File: src/sv/rskc_pkg.sv
`default_nettype none
package rskc_pkg;

    localparam int LOOKAHEAD_DEPTH_DEF = 20;
    localparam int SAMPLE_BITS_DEF     = 24;

    localparam logic signed [15:0] DB_FLOOR    = -16'sd30720;
    localparam logic [17:0]        DB_PER_LOG2 = 18'd197283;
    localparam logic [13:0]        LOG2_PER_DB = 14'd10885;
    localparam logic [16:0]        UNITY       = 17'd65536;

    localparam logic [2:0] REG_THRESHOLD = 3'd0;
    localparam logic [2:0] REG_SLOPE     = 3'd1;
    localparam logic [2:0] REG_KNEE      = 3'd2;
    localparam logic [2:0] REG_ATTACK    = 3'd3;
    localparam logic [2:0] REG_RELEASE   = 3'd4;
    localparam logic [2:0] REG_AVERAGE   = 3'd5;

    localparam logic signed [15:0] THRESHOLD_RST = -16'sd5120;
    localparam logic [15:0]        SLOPE_RST     = 16'd49152;
    localparam logic [13:0]        KNEE_RST      = 14'd0;
    localparam logic [15:0]        ATTACK_RST    = 16'd6554;
    localparam logic [15:0]        RELEASE_RST   = 16'd655;
    localparam logic [15:0]        AVERAGE_RST   = 16'd655;

    function automatic logic [16:0] log2_lut(input logic [4:0] i);
        logic [16:0] v;
        case (i)
            5'd0: v = 17'd0;      5'd1: v = 17'd5732;   5'd2: v = 17'd11136;
            5'd3: v = 17'd16248;  5'd4: v = 17'd21098;  5'd5: v = 17'd25711;
            5'd6: v = 17'd30109;  5'd7: v = 17'd34312;  5'd8: v = 17'd38336;
            5'd9: v = 17'd42196;  5'd10: v = 17'd45904; 5'd11: v = 17'd49472;
            5'd12: v = 17'd52911; 5'd13: v = 17'd56229; 5'd14: v = 17'd59434;
            5'd15: v = 17'd62534; default: v = 17'd65536;
        endcase
        return v;
    endfunction

    function automatic logic [16:0] exp2_lut(input logic [4:0] i);
        logic [16:0] v;
        case (i)
            5'd0: v = 17'd65536;  5'd1: v = 17'd62757;  5'd2: v = 17'd60097;
            5'd3: v = 17'd57549;  5'd4: v = 17'd55109;  5'd5: v = 17'd52773;
            5'd6: v = 17'd50535;  5'd7: v = 17'd48393;  5'd8: v = 17'd46341;
            5'd9: v = 17'd44376;  5'd10: v = 17'd42495; 5'd11: v = 17'd40693;
            5'd12: v = 17'd38968; 5'd13: v = 17'd37316; 5'd14: v = 17'd35734;
            5'd15: v = 17'd34219; default: v = 17'd32768;
        endcase
        return v;
    endfunction

    typedef struct packed {
        logic signed [15:0] threshold;
        logic [15:0]        slope;
        logic [13:0]        knee;
        logic [15:0]        attack;
        logic [15:0]        release_c;
        logic [15:0]        average;
    } cfg_t;

endpackage
`default_nettype wire

File: src/sv/rskc_div.sv
`default_nettype none
// restoring divider, one quotient bit per cycle
module rskc_div
(
    input  wire logic        clk,
    input  wire logic        rst_n,
    input  wire logic        start,
    input  wire logic [47:0] dividend,
    input  wire logic [34:0] divisor,
    output logic             busy,
    output logic [47:0]      quotient
);
    logic [5:0]  cnt_reg;
    logic [34:0] rem_reg;
    logic [47:0] q_reg;
    logic [34:0] den_reg;
    logic [35:0] trial;

    assign trial = {rem_reg, q_reg[47]} - {1'b0, den_reg};

    always_ff @(posedge clk or negedge rst_n)
    begin
        if (!rst_n)
        begin
            cnt_reg <= '0;
        end
        else if (start)
        begin
            cnt_reg <= 6'd48;
        end
        else if (cnt_reg != 6'd0)
        begin
            cnt_reg <= cnt_reg - 6'd1;
        end
    end

    always_ff @(posedge clk)
    begin
        if (start)
        begin
            rem_reg <= '0;
            q_reg   <= dividend;
            den_reg <= divisor;
        end
        else if (cnt_reg != 6'd0)
        begin
            if (!trial[35])
            begin
                rem_reg <= trial[34:0];
                q_reg   <= {q_reg[46:0], 1'b1};
            end
            else
            begin
                rem_reg <= {rem_reg[33:0], q_reg[47]};
                q_reg   <= {q_reg[46:0], 1'b0};
            end
        end
    end

    assign busy     = (cnt_reg != 6'd0);
    assign quotient = q_reg;

    property p_cnt_dec;
        @(posedge clk) disable iff (!rst_n)
        (cnt_reg != 6'd0 && !start) |=> (cnt_reg == $past(cnt_reg) - 6'd1);
    endproperty
    a_cnt_dec: assert property (p_cnt_dec) else $error("divider count slip");

    property p_start_load;
        @(posedge clk) disable iff (!rst_n) start |=> cnt_reg == 6'd48;
    endproperty
    a_start_load: assert property (p_start_load) else $error("divider not loaded");

    property p_busy;
        @(posedge clk) disable iff (!rst_n) $fell(busy) |-> cnt_reg == 6'd0;
    endproperty
    a_busy: assert property (p_busy) else $error("divider busy mismatch");
endmodule
`default_nettype wire

File: src/sv/rms_soft_knee_compressor.sv
`default_nettype none
// Feed-forward RMS compressor with soft knee and look-ahead delay.
// Input stream s_axis (tdata = sample_in, sign in top bit, zero padded to bytes).
// Output stream m_axis (tdata = sample_out in low bits, applied_gain above).
// Configuration: cfg_we/cfg_addr/cfg_wdata, written one register per edge;
// write only while the block is idle, which the block itself does not enforce.
// One sample at a time: s_axis_tready is high only in the idle state.
// An item passes a sequence of steps on one shared multiplier:
// square, mean square update, log table interpolation, dB scaling, knee
// slope, exponent, exp table, smoothing and the final gain multiply. The
// soft knee adds a slope multiply and a 48-step bit-serial divide.
// The dB scaling step is skipped when the mean square is zero, and samples
// do not overlap: a new one is taken only once the previous one has passed
// every step and left the sequencer.
// The result moves to an output register, so the next sample is taken while
// it waits; a second finished result holds in the sequencer and keeps
// s_axis_tready low until the receiver takes the first. Reset restores the
// register defaults, unity gain, zero mean square and a zero look-ahead line;
// the line reads zero until written through a per-entry valid flag.
module rms_soft_knee_compressor
#(
    parameter int LOOKAHEAD_DEPTH = rskc_pkg::LOOKAHEAD_DEPTH_DEF,
    parameter int SAMPLE_BITS     = rskc_pkg::SAMPLE_BITS_DEF
)
(
    input  wire logic                          clk,
    input  wire logic                          rst_n,
    input  wire logic                          s_axis_tvalid,
    output logic                               s_axis_tready,
    input  wire logic [((SAMPLE_BITS+7)/8)*8-1:0] s_axis_tdata, // sample_in
    output logic                               m_axis_tvalid,
    input  wire logic                          m_axis_tready,
    output logic [((SAMPLE_BITS+17+7)/8)*8-1:0] m_axis_tdata, // sample_out, applied_gain
    input  wire logic                          cfg_we,
    input  wire logic [2:0]                    cfg_addr,
    input  wire logic [15:0]                   cfg_wdata
);
    localparam int PW = (LOOKAHEAD_DEPTH > 1) ? $clog2(LOOKAHEAD_DEPTH) : 1;
    localparam int SB = SAMPLE_BITS;
    localparam int OW = ((SB + 17 + 7) / 8) * 8;
    localparam int SH = 2 * (SB - 1);

    typedef enum logic [3:0] {
        S_IDLE, S_SQ, S_MS1, S_MS2, S_LOG, S_DB, S_KNEE, S_KSL, S_DIVW, S_EXP,
        S_EXPT, S_SM1, S_SM2, S_OUTM, S_OUT
    } state_t;

    state_t state_reg;
    rskc_pkg::cfg_t cfg_reg;
    logic [31:0] ms_reg;
    logic [16:0] gain_reg;
    logic [SB-1:0] line_mem [LOOKAHEAD_DEPTH];
    logic [LOOKAHEAD_DEPTH-1:0] line_vld_reg;
    logic [PW-1:0] ptr_reg;
    logic signed [SB-1:0] x_reg, dly_reg;
    logic [63:0] acc_reg;      // multiplier result / scratch
    logic [31:0] sq_reg;
    logic signed [15:0] lvl_reg;
    logic [47:0] red_reg;      // reduction magnitude
    logic [16:0] g_reg;        // new linear gain
    logic [SB-1:0] y_reg;
    logic [OW-1:0] out_reg;

    // shared multiplier
    logic [35:0] ma, mb;
    logic [71:0] mp;
    assign mp = ma * mb;

    // divider for soft knee
    logic        div_start, div_busy;
    logic [47:0] div_q;
    logic [47:0] div_n;
    logic [34:0] div_d;
    rskc_div u_div (
        .clk(clk), .rst_n(rst_n), .start(div_start), .dividend(div_n),
        .divisor(div_d), .busy(div_busy), .quotient(div_q)
    );

    // --- combinational helpers
    logic signed [SB-1:0] x_in;
    logic [SB-1:0] xmag;
    logic [31:0] sq_sat;
    logic [4:0] lz_p;
    logic [31:0] mnorm;
    logic [16:0] lfrac;
    logic [63:0] dbm;
    logic signed [17:0] d_diff;
    logic signed [18:0] d2;
    logic signed [18:0] wsig;
    logic in_knee;
    logic [19:0] v_knee;
    logic [31:0] e_int;
    logic [4:0] e_idx;
    logic [11:0] e_rem;
    logic [15:0] coef;
    logic [PW-1:0] ptr_nxt;
    logic [71:0] y_full;

    function automatic logic [16:0] UNITY17(input logic [15:0] c);
        return rskc_pkg::UNITY - {1'b0, c};
    endfunction

    assign x_in = s_axis_tdata[SB-1:0];
    assign xmag = x_reg[SB-1] ? SB'(-x_reg) : SB'(x_reg);

    always_comb
    begin
        lz_p = 5'd0;
        for (int i = 0; i < 32; i++)
        begin
            if (ms_reg[i])
            begin
                lz_p = 5'(i);
            end
        end
        mnorm = ms_reg << (5'd31 - lz_p);
    end

    assign lfrac   = rskc_pkg::log2_lut({1'b0, mnorm[30:27]}) + 17'(mp >> 16);
    assign dbm     = 64'(mp) + 64'h80_0000;
    assign d_diff  = 18'(lvl_reg) - 18'(cfg_reg.threshold);
    assign d2      = 19'(d_diff) <<< 1;
    assign wsig    = 19'({5'd0, cfg_reg.knee});
    assign in_knee = (cfg_reg.knee != 14'd0) && (d2 > -wsig) && (d2 < wsig);
    assign v_knee  = 20'(d2 + wsig);
    assign e_int   = acc_reg[55:24];
    assign e_idx   = {1'b0, acc_reg[23:20]};
    assign e_rem   = acc_reg[19:8];
    assign coef    = (g_reg < gain_reg) ? cfg_reg.attack : cfg_reg.release_c;
    assign ptr_nxt = (32'(ptr_reg) + 32'd1 >= 32'(LOOKAHEAD_DEPTH)) ? '0 : ptr_reg + PW'(1);
    // sign-extended operand is 36 bits wide; remove the excess above bit 35
    assign y_full  = mp - (dly_reg[SB-1] ? {19'd0, gain_reg, 36'd0} : 72'd0);

    always_comb
    begin
        ma = '0;
        mb = '0;
        case (state_reg)
            S_SQ:   begin ma = 36'(xmag); mb = 36'(xmag); end
            S_MS1:  begin ma = 36'(UNITY17(cfg_reg.average)); mb = 36'(ms_reg); end
            S_MS2:  begin ma = 36'(cfg_reg.average); mb = 36'(sq_reg); end
            S_LOG:  begin
                        ma = 36'(rskc_pkg::log2_lut({1'b0, mnorm[30:27]} + 5'd1)
                             - rskc_pkg::log2_lut({1'b0, mnorm[30:27]}));
                        mb = 36'(mnorm[26:11]);
                    end
            S_DB:   begin ma = 36'(acc_reg[35:0]); mb = 36'(rskc_pkg::DB_PER_LOG2); end
            S_KNEE: begin
                        if (in_knee) begin ma = 36'(v_knee); mb = 36'(v_knee); end
                        else begin ma = 36'(d_diff[16:0]); mb = 36'(cfg_reg.slope); end
                    end
            S_KSL:  begin ma = 36'(acc_reg[35:0]); mb = 36'(cfg_reg.slope); end
            S_EXP:  begin ma = 36'(red_reg[31:0]); mb = 36'(rskc_pkg::LOG2_PER_DB); end
            S_EXPT: begin
                        ma = 36'(rskc_pkg::exp2_lut(e_idx) - rskc_pkg::exp2_lut(e_idx + 5'd1));
                        mb = 36'(e_rem);
                    end
            S_SM1:  begin ma = 36'(UNITY17(coef)); mb = 36'(gain_reg); end
            S_SM2:  begin ma = 36'(coef); mb = 36'(g_reg); end
            S_OUTM: begin
                        ma = 36'({{(36-SB){dly_reg[SB-1]}}, dly_reg});
                        mb = 36'(gain_reg);
                    end
            default: begin ma = '0; mb = '0; end
        endcase
    end

    assign sq_sat = (acc_reg[63:32] != 32'd0) ? 32'hFFFF_FFFF : acc_reg[31:0];

    // full product shifted to Q0.32
    logic [63:0] sq_full;
    always_comb
    begin
        if (SH >= 32)
            sq_full = 64'(mp) >> (SH >= 32 ? SH - 32 : 0);
        else
            sq_full = 64'(mp) << (SH < 32 ? 32 - SH : 0);
    end

    // dividend slope*v*v, divisor 8*W in Q16
    assign div_start = (state_reg == S_KSL);
    assign div_n     = mp[47:0];
    assign div_d     = 35'({cfg_reg.knee, 19'd0});

    always_ff @(posedge clk or negedge rst_n)
    begin
        if (!rst_n)
        begin
            state_reg     <= S_IDLE;
            cfg_reg.threshold <= rskc_pkg::THRESHOLD_RST;
            cfg_reg.slope     <= rskc_pkg::SLOPE_RST;
            cfg_reg.knee      <= rskc_pkg::KNEE_RST;
            cfg_reg.attack    <= rskc_pkg::ATTACK_RST;
            cfg_reg.release_c <= rskc_pkg::RELEASE_RST;
            cfg_reg.average   <= rskc_pkg::AVERAGE_RST;
            ms_reg        <= '0;
            gain_reg      <= rskc_pkg::UNITY;
            line_vld_reg  <= '0;
            ptr_reg       <= '0;
            m_axis_tvalid <= 1'b0;
        end
        else
        begin
            if (cfg_we)
            begin
                case (cfg_addr)
                    rskc_pkg::REG_THRESHOLD: cfg_reg.threshold <= cfg_wdata;
                    rskc_pkg::REG_SLOPE:     cfg_reg.slope     <= cfg_wdata;
                    rskc_pkg::REG_KNEE:      cfg_reg.knee      <= cfg_wdata[13:0];
                    rskc_pkg::REG_ATTACK:    cfg_reg.attack    <= cfg_wdata;
                    rskc_pkg::REG_RELEASE:   cfg_reg.release_c <= cfg_wdata;
                    rskc_pkg::REG_AVERAGE:   cfg_reg.average   <= cfg_wdata;
                    default: ;
                endcase
            end
            if (m_axis_tvalid && m_axis_tready)
            begin
                m_axis_tvalid <= 1'b0;
            end
            case (state_reg)
                S_IDLE:
                begin
                    if (s_axis_tvalid && s_axis_tready)
                    begin
                        line_vld_reg[ptr_reg] <= 1'b1;
                        ptr_reg   <= ptr_nxt;
                        state_reg <= S_SQ;
                    end
                end
                S_SQ:  state_reg <= S_MS1;
                S_MS1: state_reg <= S_MS2;
                S_MS2:
                begin
                    ms_reg    <= (65'(acc_reg) + 65'(mp)) >> 16 > 65'h0_FFFF_FFFF
                                 ? 32'hFFFF_FFFF : 32'((65'(acc_reg) + 65'(mp)) >> 16);
                    state_reg <= S_LOG;
                end
                S_LOG: state_reg <= (ms_reg == 32'd0) ? S_KNEE : S_DB;
                S_DB:  state_reg <= S_KNEE;
                S_KNEE: state_reg <= in_knee ? S_KSL : S_EXP;
                S_KSL:  state_reg <= S_DIVW;
                S_DIVW:
                begin
                    if (!div_busy)
                        state_reg <= S_EXP;
                end
                S_EXP:  state_reg <= S_EXPT;
                S_EXPT: state_reg <= S_SM1;
                S_SM1:  state_reg <= S_SM2;
                S_SM2:
                begin
                    gain_reg  <= 17'((acc_reg + 64'(mp) + 64'd32768) >> 16);
                    state_reg <= S_OUTM;
                end
                S_OUTM: state_reg <= S_OUT;
                S_OUT:
                begin
                    if (!m_axis_tvalid || m_axis_tready)
                    begin
                        m_axis_tvalid <= 1'b1;
                        state_reg     <= S_IDLE;
                    end
                end
                default: state_reg <= S_IDLE;
            endcase
        end
    end

    // datapath (no reset)
    always_ff @(posedge clk)
    begin
        case (state_reg)
            S_IDLE:
            begin
                if (s_axis_tvalid && s_axis_tready)
                begin
                    x_reg   <= x_in;
                    dly_reg <= line_vld_reg[ptr_reg] ? line_mem[ptr_reg] : '0;
                    line_mem[ptr_reg] <= x_in;
                end
            end
            S_SQ:  acc_reg <= sq_full;
            S_MS1:
            begin
                sq_reg  <= sq_sat;
                acc_reg <= 64'(mp);
            end
            S_MS2: ;
            S_LOG:
            begin
                acc_reg <= 64'((6'd32 - {1'b0, lz_p}) * 23'd65536) - 64'(lfrac);
                lvl_reg <= rskc_pkg::DB_FLOOR;
            end
            S_DB:
            begin
                if ((dbm >> 24) > 64'd30720)
                    lvl_reg <= rskc_pkg::DB_FLOOR;
                else
                    lvl_reg <= -16'(dbm >> 24);
            end
            S_KNEE:
            begin
                acc_reg <= 64'(mp);
                if (!in_knee && d_diff > 18'sd0)
                    red_reg <= 48'(mp >> 16);
                else
                    red_reg <= '0;
            end
            S_KSL: ;
            S_DIVW:
            begin
                if (!div_busy)
                    red_reg <= div_q;
            end
            S_EXP:  acc_reg <= 64'(mp);
            S_EXPT:
            begin
                if (e_int >= 32'd17)
                    g_reg <= '0;
                else
                    g_reg <= 17'((rskc_pkg::exp2_lut(e_idx) - 17'(mp >> 12)) >> e_int[4:0]);
            end
            S_SM1:  acc_reg <= 64'(mp);
            S_SM2:  ;
            S_OUTM:
            begin
                y_reg <= SB'(y_full >> 16);
            end
            S_OUT:
            begin
                if (!m_axis_tvalid || m_axis_tready)
                    out_reg <= OW'({gain_reg, y_reg});
            end
            default: ;
        endcase
    end

    assign s_axis_tready = (state_reg == S_IDLE);
    assign m_axis_tdata  = out_reg;

    property p_one_side;
        @(posedge clk) disable iff (!rst_n) s_axis_tready |-> state_reg == S_IDLE;
    endproperty
    a_one_side: assert property (p_one_side) else $error("ready outside idle");

    property p_out_hold;
        @(posedge clk) disable iff (!rst_n)
        (m_axis_tvalid && !m_axis_tready) |=> m_axis_tvalid;
    endproperty
    a_out_hold: assert property (p_out_hold) else $error("result dropped");

    property p_gain_max;
        @(posedge clk) disable iff (!rst_n) gain_reg <= rskc_pkg::UNITY;
    endproperty
    a_gain_max: assert property (p_gain_max) else $error("gain above unity");
endmodule
`default_nettype wire
File: config.mk
export PLATFORM = sky130hd
export DESIGN_NAME = rms_soft_knee_compressor
export DESIGN_NICKNAME = d
export VERILOG_FILES = /design/src/sv/rskc_pkg.sv /design/src/sv/rskc_div.sv /design/src/sv/rms_soft_knee_compressor.sv
export SDC_FILE = /design/constraint.sdc
export NUM_CORES = 2
export LEC_CHECK = 0
export BUFFER_PORTS_ARGS = -buffer_cell sky130_fd_sc_hd__buf_4
export CAP_MARGIN = 20
export CELL_PAD_IN_SITES_DETAIL_PLACEMENT = 0
export CELL_PAD_IN_SITES_GLOBAL_PLACEMENT = 1
export CORE_ASPECT_RATIO = 0.9
export CORE_UTILIZATION = 50
export CTS_CLUSTER_SIZE = 20
export DETAILED_ROUTE_END_ITERATION = 6
export MAX_ROUTING_LAYER = met4
export PLACE_DENSITY = 0.83
export SETUP_SLACK_MARGIN = 0.5
export SLEW_MARGIN = 20
export SYNTH_ARGS = -nofsm -noshare
export SYNTH_HDL_FRONTEND = slang
export SYNTH_SLANG_ARGS = --single-unit
File: constraint.sdc
create_clock -name clk -period 23.8 [get_ports clk]
set_input_delay 2.38 -clock clk [delete_from_list [all_inputs] [get_ports clk]]
set_output_delay 2.38 -clock clk [all_outputs]
set_load 0.005 [all_outputs]
Word level (Yosys, flattened, before mapping)
Memory sizes are Yosys's and may differ from the RTL's. A register that Yosys moved wholly into a read port is not among the register bits.
Index checks and enable logic that the tools add are counted.
{"block": "totals", "regBits": 526, "ramBits": 480, "mem_bits_ro": 1584, "output_inout_bits": 50, "word_cells": 203, "memories": 7}
{"block": "op_classes", "n_addsub": 25, "multipliers": 1, "magnitude_cmp": 10, "n_eq_ne": 22, "n_shift": 2, "mux": 78, "bitwise": 1, "reduce_logical": 33}
{"name": "line_mem", "words": 20, "width": 24, "read_ports": 1, "rd_ports_with_merged_regs": 1, "write_ports": 1, "line_no": "rms_soft_knee_compressor.sv:52", "text": "logic [SB-1:0] line_mem [LOOKAHEAD_DEPTH];"}
{"name": "(no name shown)", "words": 16, "width": 17, "read_ports": 1, "rd_ports_with_merged_regs": 1, "write_ports": 0, "line_no": "rskc_pkg.sv:41", "text": "case (i)"}
{"name": "(no name shown)", "words": 16, "width": 17, "read_ports": 1, "rd_ports_with_merged_regs": 1, "write_ports": 0, "line_no": "rskc_pkg.sv:41"}
{"name": "(no name shown)", "words": 16, "width": 17, "read_ports": 1, "rd_ports_with_merged_regs": 0, "write_ports": 0, "line_no": "rskc_pkg.sv:41"}
{"name": "(no name shown)", "words": 16, "width": 16, "read_ports": 1, "rd_ports_with_merged_regs": 0, "write_ports": 0, "line_no": "rskc_pkg.sv:28", "text": "case (i)"}
{"name": "(no name shown)", "words": 16, "width": 16, "read_ports": 1, "rd_ports_with_merged_regs": 0, "write_ports": 0, "line_no": "rskc_pkg.sv:28"}
{"name": "+1 memories"}
{"cell": "$pmux 36 s11", "count": 1}
{"cell": "$pmux 32 s11", "count": 1}
{"cell": "$pmux 64 s3", "count": 1}
{"cell": "$mux 5", "count": 31}
{"cell": "$mux 17", "count": 8}
{"cell": "$mux 32", "count": 3}
{"cell": "$mux 48", "count": 2}
{"cell": "$add 64x65->65", "count": 1}
{"cell": "$mul 36x32->65", "count": 1}
{"cell": "$add 64x24->64 const B", "count": 1}
{"cell": "$pmux 32 s2", "count": 1}
{"cell": "$pmux 4 s15", "count": 1}
{"cell": "$gt 49x32->1 const B", "count": 1}
{"cell": "$gt 40x15->1 const B", "count": 1}
{"cell": "$mux 20", "count": 2}
{"cell": "$mux 40", "count": 1}
{"cell": "$sub 40x40->40", "count": 1}
{"cell": "$sub 17x17->18", "count": 2}
{"cell": "$sub 36x33->36", "count": 1}
{"cell": "$mux 35", "count": 1}
{"cell": "$sub 17x16->17 const A", "count": 2}
{"cell": "$add 33x16->33 const B", "count": 1}
{"cell": "$add 33x33->33", "count": 1}
{"cell": "$ge 32x5->1 const B", "count": 1}
{"cell": "other kinds (57)", "count": 105}

Depth between registers and ports, before layout
An unclocked memory read counts as a cell.
{"block": "depth", "depth_word": 44, "ltp_mapped": 93, "ltp_nobuf": 85}

Modules after synthesis
Synthesis repeated with hierarchy kept, for this count alone.
{"block": "hier_totals", "cells_unflattened": 9542, "area_unflattened_um2": 97380.9}
{"module": "rms_soft_knee_compressor", "instances": 1, "cells_per_inst": 8884, "area_each_um2": 90543.1, "seq_area_each_um2": 27345.0}
{"module": "rskc_div", "instances": 1, "cells_per_inst": 658, "area_each_um2": 6837.8, "seq_area_each_um2": 3343.2}

Worst setup path after synthesis
Ideal clock, no wire load.
{"block": "synth_path", "path_type": "reg2reg", "startpoint": "reg ms_reg[22]", "endpoint": "reg ms_reg[10]", "setup_ps": 141, "t_arrival_ps": 18358, "required_time_ps": 23659, "slack_ps": 5301, "stages_incl_launch_ff": 81, "period_less_slack_ps": 18499, "cell_sequence": "dfrtp_1 > clkbuf_1 > nor2_1 > o311ai_0 > a31oi_1 > o21a_1 > buf_2 > buf_4 > buf_2 > buf_2 > mux2i_1 > mux2i_1 > mux2i_1 > a21oi_1 > o21ai_0 > clkbuf_1 > inv_1 > ha_1 > (+45 left out) > o211a_1 > a311oi_2 > ha_1 > clkbuf_1 > a21o_1 > a21o_1 > a21oi_1 > o21ai_0 > a221o_1 > a21oi_1 > o31a_1 > o21ai_0 > xnor2_1 > a2111oi_0 > nand4_1 > nor4_2 > buf_4 > a31oi_1"}
{"block": "synth_via", "elab_chain_len": 22, "elab_cells_between_ends": 25}
{"item": "start: declaration", "line_no": "rms_soft_knee_compressor.sv:50", "text": "logic [31:0] ms_reg;"}
{"item": "start signal: assignment", "line_no": "rms_soft_knee_compressor.sv:234", "text": "ms_reg <= (65'(acc_reg) + 65'(mp)) >> 16 > 65'h0_FFFF_FFFF"}
{"item": "$mux 5 (10 in a row)", "line_no": "rms_soft_knee_compressor.sv:111", "text": "if (ms_reg[i])"}
{"item": "$sub 5x5->5", "line_no": "rms_soft_knee_compressor.sv:116", "text": "mnorm = ms_reg << (5'd31 - lz_p);"}
{"item": "$shl 32x5->31", "line_no": "rms_soft_knee_compressor.sv:116"}
{"item": "$add 4x1->5", "line_no": "rms_soft_knee_compressor.sv:143", "text": "ma = 36'(rskc_pkg::log2_lut({1'b0, mnorm[30:27]} + 5'd1)"}
{"item": "$mem_v2 16x16"}
{"item": "$mux 17", "line_no": "rskc_pkg.sv:28"}
{"item": "$mux 17", "line_no": "rms_soft_knee_compressor.sv:138", "text": "case (state_reg)"}
{"item": "$sub 17x17->18", "line_no": "rms_soft_knee_compressor.sv:144", "text": "- rskc_pkg::log2_lut({1'b0, mnorm[30:27]}));"}
{"item": "$pmux 36 s11", "line_no": "rms_soft_knee_compressor.sv:138"}
{"item": "$mul 36x32->65 (*)", "line_no": "rms_soft_knee_compressor.sv:67", "text": "assign mp = ma * mb;"}
{"item": "$add 64x65->65 (*)", "line_no": "rms_soft_knee_compressor.sv:235", "text": "? 32'hFFFF_FFFF : 32'((65'(acc_reg) + 65'(mp)) >> 16);"}
{"item": "$gt 49x32->1", "line_no": "rms_soft_knee_compressor.sv:234"}
{"item": "$mux 32 (*)", "line_no": "rms_soft_knee_compressor.sv:235"}
Mark *: on every way between the ends. The rest lies on a longest branch, timed or not. The select of a mux whose other input is x is not followed.
A chain may end at the register's enable or synchronous reset.

Worst setup path after layout
{"block": "layout_path", "startpoint": "reg ms_reg[10]", "endpoint": "reg lvl_reg[11] (data pin)"}
{"block": "layout_via", "elab_chain_len": 35, "elab_cells_between_ends": 39}
{"item": "$mux 5 (22 in a row)", "line_no": "rms_soft_knee_compressor.sv:111"}
{"item": "$sub 5x5->5", "line_no": "rms_soft_knee_compressor.sv:116"}
{"item": "$shl 32x5->31", "line_no": "rms_soft_knee_compressor.sv:116"}
{"item": "$add 4x1->5", "line_no": "rms_soft_knee_compressor.sv:143"}
{"item": "$mem_v2 16x16"}
{"item": "$mux 17", "line_no": "rskc_pkg.sv:28"}
{"item": "$mux 17", "line_no": "rms_soft_knee_compressor.sv:138"}
{"item": "$sub 17x17->18", "line_no": "rms_soft_knee_compressor.sv:144"}
{"item": "$pmux 36 s11", "line_no": "rms_soft_knee_compressor.sv:138"}
{"item": "$mul 36x32->65 (*)", "line_no": "rms_soft_knee_compressor.sv:67"}
{"item": "$add 64x24->64 (*)", "line_no": "rms_soft_knee_compressor.sv:120", "text": "assign dbm = 64'(mp) + 64'h80_0000;"}
{"item": "$gt 40x15->1 / $neg 16->16 (equally long branches)", "line_no": "rms_soft_knee_compressor.sv:296, rms_soft_knee_compressor.sv:299"}
{"item": "$mux 16 (*)", "line_no": "rms_soft_knee_compressor.sv:296", "text": "if ((dbm >> 24) > 64'd30720)"}
{"item": "$pmux 16 s2 (*)", "line_no": "rms_soft_knee_compressor.sv:272", "text": "case (state_reg)"}
{"item": "end signal: assignment", "line_no": "rms_soft_knee_compressor.sv:292", "text": "lvl_reg <= rskc_pkg::DB_FLOOR;"}
{"item": "end signal: assignment", "line_no": "rms_soft_knee_compressor.sv:297", "text": "lvl_reg <= rskc_pkg::DB_FLOOR;"}
{"item": "end signal: assignment", "line_no": "rms_soft_knee_compressor.sv:299", "text": "lvl_reg <= -16'(dbm >> 24);"}
{"item": "end: declaration", "line_no": "rms_soft_knee_compressor.sv:58", "text": "logic signed [15:0] lvl_reg;"}
Marked as above.

==> summary.md <==
| Metric | Value |
|---|---|
| Most frequent cells in the layout | `inv_1, fa_1, nand2_1, nor2_1, edfxtp_1` |
| DIE AREA | `192500 um^2` |
| Tot GR Track Use | `41.29%` |
| Mapped Cells | `9430` |
| Critical setup path kind | `reg2reg` |
| Hold Path Origin | `y_reg[10]` |
| Layout Nets | `11280` |
| Max frequency | `0.04534 GHz` |
| Fraction of registers with async set/reset | `17.10%` |
| Cts bufs inserted | `110` |
| # hold bufs at CTS | `0` |
| Status | `complete, but fails checks` |
| Row count | `151` |
| Largest stage delay, worst path | `1.04 ns` |
| Crit-path slowest cell | `nor4_1` |
| Failing checks | `design-rule violations, max-slew violations` |
| Core area | `188700 um^2` |
| FF+latch count, synth | `1047` |
| Fraction of layout cells with a size suffix above 1 | `9.891%` |
| Fill cells | `16370` |
| Max Cap Viol | `0` |
| Synth unique cells | `105` |
| Final hold vios | `0` |
| Most common cell after layout, fill and taps aside | `inv_1` |
| Final setup skew | `0.1093 ns` |
| Register area share after synthesis | `31.52%` |
| Initial antenna violation count | `51` |
| Critical R2R Launch | `ms_reg[10]` |
| Final setup viols | `0` |
| Detail Placement HPWL | `303100 um` |
| RePlAce Congestion | `1.123` |
| CTS tree | `built` |
| Initial Util | `50.52%` |
| Clock Latency Late Sink | `0.85 ns` |
| Tcrit/Tclk final | `92.68%` |
| Reg2Reg Depth | `66` |
| Worst Path Required | `24.11 ns` |
| Worst-path clk slew | `0.06 ns` |
| Synth Flop Type | `edfxtp_1` |
| Synthesized cell area | `95350 um^2` |
| Area occupied by registers | `30070 um^2` |
| Hold path depth | `0` |
| Synth warnings | `0` |
| Unrepaired setup endpoints after global routing | `false` |
| Top Family by Delay on Critical Path | `compound AO/OA/AOI/OAI gates` |
| Via count | `76370` |
| Post-CTS setup buffers | `0` |
| EDFF count, synth | `816` |
| CP arrival | `22.37 ns` |
| Buf/Inv on CP | `11` |
| Clock Tree Buf Depth | `3` |
| I/O Buffers | `90` |
| Worst slew pin tran | `1.973 ns` |
| Top Ports | `98` |
| Number of global-route vias before repair | `75170` |
| Setup TNS | `0 ns` |
| Via density | `6.205` |
| Detailed Routing Iterations Pass 1 | `7` |
| Syn Area/Cell | `10.11 um^2` |
| Placed insts | `12050` |
| H-tree Lvls | `3` |
| Final antenna-violating net count | `0` |
| Largest net degree at the start of global routing | `76` |
| Tmin final | `22.06 ns` |
| Setup slack, reg-to-reg | `1.74 ns` |
| Rel. slew slack | `-32.15%` |
| Setup crit end kind | `flop` |
| Starting DRT DRC Count | `10270` |
| Multi-input gate area | `59690 um^2` |
| Worst Path Max Fanout | `41` |
| CTS resizes | `0` |
| Clock root cell | `clkbuf_16` |
| Max-slew violations | `14` |
| Die H | `416.3 um` |
| Mean routed wirelength per cell | `31.30 um` |
| Area Growth Syn to Fin | `9.691%` |
| Crit start category | `flop` |
| Max reg flops | `480` |
| Global-route wire length before repair | `549400 um` |
| Most used cell, CP | `inv_1` |
| DRC | `2` |
| Worst hold-check path type | `reg2reg` |
| Overflow after GRT | `0` |
| Hold worst-path end | `m_axis_tdata[10]` |
| Routed wire length | `385200 um` |
| Die Span X | `462.3 um` |
| Reg2Reg Capture Point | `lvl_reg[11]` |
| Clk sinks | `1047` |
| Post-Layout Cell Count | `12310` |
==> cell type report <==
cell class                 instances  area share (%)
tap                             2524           3.019
clock inverter                    73          0.8912
clock buffer                     133           2.754
inverter                        1400           5.024
timing repair buffer             325           2.379
sequential                      1047           28.75
antenna                           49          0.1172
multi-input combinational       6758           57.07
==> per-stage QoR <==
stage / worst slack, ns / cell area (um^2) / util, % / hold WS (ns)
final: 1.742 / 104600 / 55.41 / 0.4204
after global routing: 0.7011 / 104600 / 55.40 / 0.4303
after CTS: 2.400 / 104400 / 55.32 / 0.4195
after detailed placement: 2.494 / 100600 / 53.30 / 0.4054
after global placement: 1.787 / 100500 / 53.27 / 0.4021
after floorplan: 5.301 / 96200 / - / 0.4003
==> worst max-delay path by stage <==
stage                          start     endpoint  slack (ns)  depth (start not counted)
after CTS                 ms_reg[10]  lvl_reg[11]        2.40                         68
after detailed placement  ms_reg[10]  lvl_reg[11]        2.49                         68
after floorplan           ms_reg[22]   ms_reg[10]        5.30                         80
after global routing      ms_reg[23]  lvl_reg[11]        0.70                         68
final                     ms_reg[10]  lvl_reg[11]        1.74                         66
after global placement    ms_reg[20]  lvl_reg[15]        1.79                         67
==> Yosys cell counts, types with 101 or more instances <==
master    instances  area share [%]
inv_1          1389             5.5
fa_1           1053              22
nand2_1        1046             4.1
nor2_1          908             3.6
edfxtp_1        816              26
ha_1            539             7.1
clkbuf_1        392             1.5
o21ai_0         366             1.9
a21oi_1         322             1.7
xnor2_1         184             1.7
dfrtp_1         152             4.0
mux4_2          128             3.0
mux2i_1         123             1.3
nor3_1          123            0.65
a21o_1          107            0.84
mux2_2          104             1.2
xor2_1          102            0.94
a22oi_1         101            0.80
==> worst register-to-register path, delay by kind of cell, from the launching register on <==
family          cells  cell delay [ns]
compound gates     28             8.30
buf+inv            11             1.60
xor+xnor            1             0.24
flops               1             0.45
fa+ha+maj          13             5.67
simple gates       12             4.83
mux                 1             0.48
==> cell families (layout without fill, tap and decap cells) <==
logic type,after synthesis,after routing,share of synthesized area (%)
AOI/OAI and AO/OA,1550,1550,10.85
buffers and inverters,1853,1931,7.363
other,2,279,0.007876
DFF,1047,1047,31.52
xor gates and xnor gates,287,287,2.644
adders and majority gates,1592,1592,29.18
and+or+nand+nor,2744,2744,12.88
muxes,355,355,5.543
==> layer usage <==
metal  routed length [um]  track usage [%]  vias up
li1                     -                -    31930
met1               152000            54.11    38770
met2               162500            57.70     4765
met3                47910            12.96      908
met4                22800            20.44        0
met5                    0                -        -
Power is left out: the tool's default activity adds up to more than one toggle a clock period on the data nets, which glitch-free logic cannot reach.
